$ cat src/design/tsr_ram.sv
// Generic single-port-write, single-port-read synchronous RAM.
module tsr_ram #(
    parameter int WIDTH = 8,
    parameter int DEPTH = 128
) (
    input  logic                     clk,
    input  logic                     we,
    input  logic [$clog2(DEPTH)-1:0] waddr,
    input  logic [WIDTH-1:0]         wdata,
    input  logic [$clog2(DEPTH)-1:0] raddr,
    output logic [WIDTH-1:0]         rdata
);
    logic [WIDTH-1:0] mem [DEPTH];

    always_ff @(posedge clk)
    begin
        if (we)
        begin
            mem[waddr] <= wdata;
        end
        rdata <= mem[raddr];
    end
endmodule

$ cat config.mk
export PLATFORM = sky130hd
export DESIGN_NAME = tsr_ram
export DESIGN_NICKNAME = d
export VERILOG_FILES = /design/src/design/tsr_ram.sv
export SDC_FILE = /design/constraint.sdc
export NUM_CORES = 1
export LEC_CHECK = 0
export ABC_CLOCK_PERIOD_IN_PS = 3560
export BUFFER_PORTS_ARGS = -buffer_cell sky130_fd_sc_hd__buf_4
export CORE_MARGIN = 2
export CORE_UTILIZATION = 35
export CTS_CLUSTER_SIZE = 25
export DETAILED_ROUTE_END_ITERATION = 12
export SETUP_SLACK_MARGIN = 0.5
export SLEW_MARGIN = 20
export SYNTH_ARGS = -nofsm -noshare
export SYNTH_HDL_FRONTEND = slang
export SYNTH_SLANG_ARGS = --single-unit
$ cat constraint.sdc
create_clock -name clk -period 3.56 [get_ports clk]
set_input_delay 0.178 -clock clk [delete_from_list [all_inputs] [get_ports clk]]
set_output_delay 0.178 -clock clk [all_outputs]
set_load 0.02 [all_outputs]
==> reports/results.ini <==
[synth]
synth_area_leader_cell=edfxtp_1
yosysWarnings=0
synth_area_um2=39700
yosysTopAreaCellShare_pct=77.5
avgSynthCellArea_um2=24.3
ys_types=17
synthTopCellsByArea=edfxtp_1, mux4_2, nor2_1, clkbuf_1, dfxtp_1
ys_ff_latch=1032
synth_cells=1635
ys_seq_area_share_pct=77.9
synth_nets=1659

[setup_path]
critPathArrivalTime_ps=3000
crit_required_ps=4120
r2r-start=mem[22][3]
ff2ff_setup_slack_ps=1120
path_class=reg -> reg
r2r_cells=4
critPathCaptureType=register
crit_path_cell_trace=mux4_2, mux4_2, mux4_2, mux2_2
r2r_end=rdata[3]
critPathLaunchType=register
cp_max_fo=1
path_common_cell=mux4_2
cpMaxStageDelayCell=mux4_2
cpPeakStageDelay_ps=600
critPathLaunch=mem[22][3]

[routing]
ant_nets=0
dr.first_iter.drc_count=2182
wl_mm=91.9
via_count=18100
drc=0
wire_per_inst_um=27.1
viasPerCell=5.32
drtPass1Iterations=5

[finish]
n_fill_cell=9605
layout-drive-gt1-share_pct=34.4
area_growth_syn_to_layout_pct=16.0
final_nets=1830
final_cell_mix=edfxtp_1, mux4_2, buf_4
stdcell_count=3394
final_common_cell=edfxtp_1

[power]
finalPower_mw=25.7
powerDensity_nw_per_um2=559
p_switching_mw=5.38
irDropWorstVdd_uv=456
p_int_mw=20.3
p_leak_nw=14.1
comb_power_share_pct=5.1
power_frac_seq_pct=52.3
switching_share_pct=20.9
clkPwrFrac_pct=42.6

[placed_design]
place_congestion=0.792
numPortBuffers=31
dp_cells=3201
dp_hpwl_mm=57.5

[sta]
rsz0062_at_grt=false
final.min_clock_period_ps=2440
slew_headroom_pct=27.2
setup_tns_ps=0
drv_slew=0
fin_worst_skew_ps=62.5
report.final.setup_viol=0
hold_viol=0
tightest_slew_ps=1090
min_period_over_period_pct=68.5
fmax_mhz=410
hold-worst-slack_ps=20.3

[global_routing]
grt_pass1_vias=18500
grt_max_degree=108
met3_usage_pct=2.38
track_usage_pct=15.7
grt_use_met1_pct=22.5
busiest_layer=met2
antenna_found_initial=4
use_met2_pct=25.6
grt_first_pass_wirelength_mm=132
grt_overflow=0

[floorplanning]
rows=123
floorplan.core_area_um2=112000
dieArea_um2=116000
die_h_um=341
die_x_um=341
io_pins=32
initial_core_util_pct=35.3

[cts]
cts_buffers=102
htree_levels=3
path_clk_slew_ps=60
cts_setup_buffers=0
cts_buffer_depth=3
cts_tree=built
cts_resized=0
clk_latency_ps=690
cts-root-buf=clkbuf_16
clock_sinks=1032
hold_buffers=1

[min_path]
min_path_cells=1
hold_class=in -> reg
hold-path-endpoint=mem[116][0]
min_from=wdata[0]

[run_status]
status=completed

[run]
drv_cap=0

layer usage:
layer | part of all wire (%) | vias up | routed length [um]
li1 | - | 7376 | -
met1 | 43 | 9928 | 39700
met2 | 49 | 626 | 45100
met3 | 6.1 | 120 | 5570
met4 | 1.6 | 4 | 1460
met5 | 0.030 | - | 28
Yosys cell counts, drive strengths merged:
master	number
nand2	14
nor2	122
nand4	3
nor3	9
or3	1
buf	45
mux4	336
nand3	12
mux2	8
nor2b	7
edfxtp	1024
dfxtp	8
clkbuf	44
nand2b	2
power groups by stage:
stage / Combinational (mW) / Clock, mW / Sequential [mW]
global route: 1.38 / 11.6 / 13.5
floorplan: 0.678 / 0 / 13.7
global placement: 1.31 / 0 / 13.7
detailed placement: 1.33 / 0 / 13.7
finish: 1.32 / 11.0 / 13.5
CTS: 1.34 / 11.1 / 13.5
critical path: cells and delay by family, from the launching register on:
family | cells | cell delay [ps]
flops | 1 | 360
mux | 4 | 1960
sequential cells by signal, summed over array words and instances (netlist names):
| name | flops |
|---|---|
| mem | 1024 |
| rdata | 8 |
logic make-up (layout without fill, tap and decap cells):
group	count (synthesis)	count (layout)	synth area share (%)
simple gates	170	170	1.76
mux	344	344	19.3
flops	1032	1032	77.9
other cells	0	3	0
buf+inv	89	345	1.01
worst max path at each step:
stage | end | slack [ps] | depth (start not counted)
final | rdata[3] | 1120 | 4
after global routing | rdata[3] | 1070 | 4
after CTS | rdata[3] | 1110 | 4
after detailed placement | rdata[5] | 530 | 6
after global placement | rdata[4] | 520 | 6
after floorplan | rdata[0] | 880 | 6
layout make-up:
class	instances	area, um2	share of cell area, %
Multi-Input combinational cell	514	8360	18.2
Antenna cell	3	7.51	0.0163
Clock inverter	53	742	1.61
Timing Repair Buffer	156	1380	3.01
Clock buffer	136	2720	5.91
Tap cell	1500	1880	4.08
Sequential cell	1032	30900	67.2
stage by stage:
step	setup slack [ps]	cell area, um2	utilization [%]
finish	1120	46000	40.9
floorplan	878	39700	-
global placement	524	42500	37.8
detailed placement	534	42500	37.8
CTS	1110	46000	40.9
global route	1070	46000	40.9
(Power assumes the default switching activity.)
